**config.mk**
```make
export PLATFORM = sky130hd
export DESIGN_NAME = lzwc_issue
export DESIGN_NICKNAME = d
export VERILOG_FILES = /design/src/rtl/lzwc_pkg.sv /design/src/rtl/lzwc_issue.sv
export SDC_FILE = /design/constraint.sdc
export NUM_CORES = 1
export LEC_CHECK = 0
export CAP_MARGIN = 20
export CORE_UTILIZATION = 60
export CTS_CLUSTER_SIZE = 10
export DETAILED_ROUTE_END_ITERATION = 8
export DONT_BUFFER_PORTS = 1
export PLACE_DENSITY = 0.76
export SLEW_MARGIN = 20
export SYNTH_ARGS = -nofsm -noshare
export SYNTH_HDL_FRONTEND = slang
export SYNTH_SLANG_ARGS = --single-unit
```
**constraint.sdc**
```tcl
create_clock -name clk_i -period 11.1 [get_ports clk_i]
set_input_delay 3.33 -clock clk_i [delete_from_list [all_inputs] [get_ports clk_i]]
set_output_delay 3.33 -clock clk_i [all_outputs]
set_load 0.01 [all_outputs]
```
**src/rtl/lzwc_pkg.sv**
```systemverilog
// Shared types and constants of the LZ77 window copy block.
`default_nettype none
package lzwc_pkg;

  localparam int unsigned BYTE_W   = 8;
  localparam int unsigned LEN_W    = 7;
  localparam int unsigned DIST_W   = 16;
  localparam int unsigned WSIZE_W  = 16;
  localparam int unsigned S_DATA_W = 32;
  localparam int unsigned M_DATA_W = 8;

  localparam logic [WSIZE_W-1:0] WSIZE_RESET = 16'd32768;

  typedef enum logic [1:0] {
    ERR_OK            = 2'd0,
    ERR_BEFORE_START  = 2'd1,
    ERR_BEYOND_WINDOW = 2'd2,
    ERR_ZERO_DIST     = 2'd3
  } err_e;

  typedef enum logic [1:0] {
    ST_IDLE = 2'b01,
    ST_COPY = 2'b10
  } state_e;

  // One byte slot handed from the token sequencer to the write-back stage.
  typedef struct packed {
    logic              valid;
    logic              lit;
    logic              last;
    err_e              err;
    logic [BYTE_W-1:0] lit_byte;
  } issue_t;

endpackage
`default_nettype wire

```
**src/rtl/lzwc_issue.sv**
```systemverilog
// Token sequencer: checks matches, walks copy bytes and issues history reads.
`default_nettype none
module lzwc_issue #(
  parameter int unsigned WINDOW     = 32768,
  parameter int unsigned MAX_LENGTH = 64,
  localparam int unsigned AW        = $clog2(WINDOW)
) (
  input  wire logic                            clk_i,
  input  wire logic                            rst_ni,
  input  wire logic                            tok_valid_i,
  output logic                                 tok_ready_o,
  input  wire logic                            mode_i,
  input  wire logic [lzwc_pkg::BYTE_W-1:0]     literal_byte_i,
  input  wire logic [lzwc_pkg::LEN_W-1:0]      match_length_i,
  input  wire logic [lzwc_pkg::DIST_W-1:0]     match_distance_i,
  input  wire logic [lzwc_pkg::WSIZE_W-1:0]    window_size_i,
  input  wire logic                            slot_free_i,
  output lzwc_pkg::issue_t                     iss_o,
  output logic      [AW-1:0]                   iss_addr_o,
  output logic                                 rd_en_o,
  output logic      [AW-1:0]                   rd_addr_o
);
  import lzwc_pkg::*;

  localparam int unsigned BW  = $clog2(WINDOW + 1);
  localparam int unsigned CW  = ((BW > DIST_W) ? BW : DIST_W) + 1;
  localparam int unsigned LW  = $clog2(MAX_LENGTH + 1);
  localparam logic [CW-1:0] WIN_C   = CW'(WINDOW);
  localparam logic [AW:0]   WIN_S   = (AW + 1)'(WINDOW);
  localparam logic [AW-1:0] PTR_TOP = AW'(WINDOW - 1);
  localparam logic [LEN_W-1:0] LEN_MAX = LEN_W'(MAX_LENGTH);

  state_e        state_q, state_d;
  logic [AW-1:0] ip_q, ip_d;
  logic [BW-1:0] bp_q, bp_d;
  logic [LW-1:0] rem_q, rem_d;
  logic [AW-1:0] wd_q, wd_d;

  logic          accept;
  logic          step;
  logic [CW-1:0] dist_c, bp_c, ws_c, limit_c;
  err_e          chk_err;
  logic [LW-1:0] len_sat;
  logic [AW:0]   ra_sum;
  logic [AW-1:0] ip_inc;
  logic [BW-1:0] bp_inc;

  assign tok_ready_o = (state_q == ST_IDLE) && slot_free_i;
  assign accept      = tok_valid_i && tok_ready_o;
  assign step        = (state_q == ST_COPY) && slot_free_i;

  assign dist_c  = CW'(match_distance_i);
  assign bp_c    = CW'(bp_q);
  assign ws_c    = CW'(window_size_i);
  assign limit_c = (ws_c < WIN_C) ? ws_c : WIN_C;

  always_comb begin
    if (match_distance_i == '0) begin
      chk_err = ERR_ZERO_DIST;
    end else if ((dist_c > bp_c) && (bp_c < WIN_C)) begin
      chk_err = ERR_BEFORE_START;
    end else if (dist_c > limit_c) begin
      chk_err = ERR_BEYOND_WINDOW;
    end else begin
      chk_err = ERR_OK;
    end
  end

  assign len_sat = (match_length_i > LEN_MAX) ? LW'(MAX_LENGTH) : LW'(match_length_i);

  // Read position is ip - distance, kept in range with one wrap correction.
  assign ra_sum = {1'b0, ip_q} + {1'b0, wd_q};
  assign ip_inc = (ip_q == PTR_TOP) ? '0 : ip_q + AW'(1);
  assign bp_inc = (bp_q == BW'(WINDOW)) ? bp_q : bp_q + BW'(1);

  always_comb begin
    state_d        = state_q;
    ip_d           = ip_q;
    bp_d           = bp_q;
    rem_d          = rem_q;
    wd_d           = wd_q;
    iss_o          = '0;
    iss_o.err      = ERR_OK;
    iss_o.lit_byte = literal_byte_i;
    iss_addr_o     = ip_q;
    rd_en_o        = 1'b0;
    rd_addr_o      = (ra_sum >= WIN_S) ? AW'(ra_sum - WIN_S) : AW'(ra_sum);

    case (state_q)
      ST_IDLE: begin
        if (accept) begin
          if (!mode_i) begin
            iss_o.valid = 1'b1;
            iss_o.lit   = 1'b1;
            iss_o.last  = 1'b1;
            ip_d        = ip_inc;
            bp_d        = bp_inc;
          end else if (chk_err != ERR_OK) begin
            iss_o.valid = 1'b1;
            iss_o.last  = 1'b1;
            iss_o.err   = chk_err;
          end else if (len_sat != '0) begin
            rem_d   = len_sat;
            wd_d    = AW'(WIN_C - dist_c);
            state_d = ST_COPY;
          end
        end
      end
      ST_COPY: begin
        if (step) begin
          rd_en_o     = 1'b1;
          iss_o.valid = 1'b1;
          iss_o.last  = (rem_q == LW'(1));
          ip_d        = ip_inc;
          bp_d        = bp_inc;
          rem_d       = rem_q - LW'(1);
          if (rem_q == LW'(1)) begin
            state_d = ST_IDLE;
          end
        end
      end
      default: begin
        state_d = ST_IDLE;
      end
    endcase
  end

  always_ff @(posedge clk_i or negedge rst_ni) begin
    if (!rst_ni) begin
      state_q <= ST_IDLE;
      ip_q    <= '0;
      bp_q    <= '0;
      rem_q   <= '0;
    end else begin
      state_q <= state_d;
      ip_q    <= ip_d;
      bp_q    <= bp_d;
      rem_q   <= rem_d;
    end
  end

  always_ff @(posedge clk_i) begin
    wd_q <= wd_d;
  end

endmodule
`default_nettype wire

```
==> metrics.txt <==
status=completed; FF-to-FF End=state_q[0]; Slew Limit Headroom=62.1%; vias in the first global route=3,144; GR Util met3=5.31%; WP buf/inv=1; synth warn=0; cts repair resizes=0; unrepaired setup endpoints after global routing=no; CP required=7.77 ns; full die area=7580 um^2; routed vias=3,443; Post-Syn Area=4340 um^2; Initial Util=62.9%; R2R Setup Slk=8.41 ns; worst r2r src=bp_q[14]; crit share post-route=80.9%; row count=30; largest family of logic cells by synthesized area=simple AND/OR/NAND/NOR gates; first-pass GRT wire length=15,000 um; Worst-Margin Slew=0.564 ns; fin util=64.9%; dpl cell area=4380 um^2; Final Critical Period=8.98 ns; depth of the most critical reg-to-reg path=10; XOR/XNOR Fraction of Synth Area=9.88%; Simple-Gate Fraction of Synth Area=20.7%; Worst Hold Path Cells=1; core area=6910 um^2; Worst-path clk slew=0.09 ns; worst hold-check path type=reg -> reg; post-synthesis mux area share=0.490%; Worst VDD drop=0.0000683 V; WP data arrival=5.65 ns; hold wc startpoint=bp_q[15]; commonest non-fill, non-tap cell in the layout=ha_1; Hold Violations, Final=0; vias per cell=6.08; DRT iter0 DRCs=179; crit-path max FO=15; CTS tree=done; clk_skew=0.0105 ns; Flop pwr share=42.7%; Synth Flop Type=dfrtp_1; top cells by area, synth=dfrtp_1, ha_1, edfxtp_1; worst-path cell chain=inv_1, nand2_1, ha_1, nand3_1, or3_1, nor3_1, a211oi_1, a21o_1, a311oi_1, or2_2; initial antenna violation count=0; I/O Pins=97; layout cells sized above 1=4.68%; count of final setup violators=0; Logic pwr share=40.1%; syn_nets=580; met2 Use GR=41.8%; pwr/cell area=157 nW/um^2; Antenna diodes=0; delay-heaviest family, CP=simple AND/OR/NAND/NOR gates; pre-CTS setup slack=2.13 ns; DRC Markers=0; slowest cell delay on critical path=0.36 ns; Max Freq=111 MHz; setup TNS=0 ns; Seq cells post-synth=55; CP max-delay cell=or3_1; setup slack after layout=2.12 ns; maxcap violations=0; Area growth syn-to-layout=3.26%; Startpoint Class=input port; top-area cell type share of the netlist area=22.5%; Pint=0.427 mW; Synth Area in Compound Gates=14.9%; most frequent cells in the layout=ha_1, nand2_1, a21oi_1, dfrtp_1, xnor2_1; # port buffers=0; Max clock buf depth=2; CTS buffer count=5; switch share=39.4%; CTS sink cnt=55; worst hold-check slack=0.515 ns; HPWL after DPL=7500 um; Net Switching=0.278 mW; sequential area share after synthesis=33.4%; Post-Layout Inst Area=4480 um^2; post-synthesis cell type count=58; hold worst-path end=bp_q[15]; WS Path Type=in -> out; area leader, netlist=dfrtp_1; post-synthesis adder-cell area fraction=16.0%; most used routing layer=met2; gp weighted congestion=0.891; Critical Path Source=window_size_i[15]; total leakage power=1.88 nW; CTS Hold Bufs=0; GRT Residual Overflow=0; worst-skew pair later-pin latency=0.31 ns; Setup crit end kind=output port; post-CTS setup buffer count=0; average instance area after synthesis=9.18 um^2; Post-synth ARST share=72.7%; Total Wirelength=9350 um; Gate Count Post-Synth=473; Die Ht=87.1 um; H-tree levels=2; total track usage=25.6%; Root Buffer=clkbuf_8; number of synthesized flops with an enable pin=15; post-layout net count=576; M1 GR Usage=33.3%; clock power share=17.3%; largest net degree at the start of global routing=41; wire per inst=16.5 um; Final Max Tran Viols=0; die width=87.1 um; ANT nets after route=0; drt pass-1 iters=4
power groups by stage:
stage          Sequential (mW)  Clock (mW)  Combinational (mW)
6_report                 0.301       0.122               0.283
5_1_grt                  0.306       0.132               0.319
4_1_cts                  0.300       0.124               0.281
3_5_place_dp             0.304           0               0.280
2_1_floorplan            0.290           0               0.241
3_3_place_gp             0.302           0               0.269
stage by stage:
stage	power, mW	cells
finish	0.706	566
global route	0.757	566
CTS	0.705	566
detailed placement	0.584	558
global placement	0.571	558
floorplan	0.531	473
how the worst max path moves through the flow:
stage	to	cells past startpoint	slack (ns)
6_report	iss_o[12]	10	2.12
5_1_grt	iss_o[12]	10	1.88
4_1_cts	iss_o[12]	10	2.12
3_5_place_dp	iss_o[12]	10	2.13
3_3_place_gp	iss_o[12]	10	2.21
2_1_floorplan	iss_o[12]	11	2.30
cells in the mapped netlist (3+ instances only):
cell type,instances
and3_1,4
buf_4,8
nor3_1,23
nor2b_1,9
o21ai_0,15
a31oi_1,6
a21oi_1,40
or2_2,4
inv_1,31
a31o_2,3
ha_1,54
xnor2_1,37
and2_1,4
a21o_1,11
nor2_1,24
nor4_1,5
nand2b_1,7
or3_1,5
o211ai_1,3
nand2_1,41
edfxtp_1,15
nor4b_1,3
nand3_1,15
dfrtp_1,39
nor3b_1,4
xor2_1,12
nand4_1,13
metal layers:
layer	up-vias	wire (um)
met4	0	259
li1	1693	-
met3	25	679
met1	1613	4070
met2	112	4330
met5	-	0
area by class of cell:
| type | instances | area [um^2] |
|---|---|---|
| Multi-Input combinational cell | 376 | 2700 |
| Sequential cell | 55 | 1450 |
| Inverter | 31 | 116 |
| Clock buffer | 8 | 100 |
| Tap cell | 96 | 120 |
| Fill cell | 590 | 2420 |
worst register-to-register path, delay by kind of cell (launching register included):
| family | cells | cell delay (ns) |
|---|---|---|
| adders and majority gates | 1 | 0.31 |
| DFF | 1 | 0.41 |
| and+or+nand+nor | 2 | 0.59 |
| buffers and inverters | 1 | 0.07 |
| AOI/OAI and AO/OA | 6 | 1.25 |
cell families after synthesis:
| kind of cell | count (synthesis) |
|---|---|
| simple gates | 169 |
| compound gates | 101 |
| buf+inv | 42 |
| xor+xnor | 49 |
| fa+ha+maj | 55 |
| mux | 2 |
| flops | 55 |
flip-flops by register name, summed over array words and instances (netlist names):
register    flops
bp_q           16
iss_addr_o     15
rem_q           7
state_q         2
wd_q           15
Note: power is estimated with default switching activity, not from simulation.
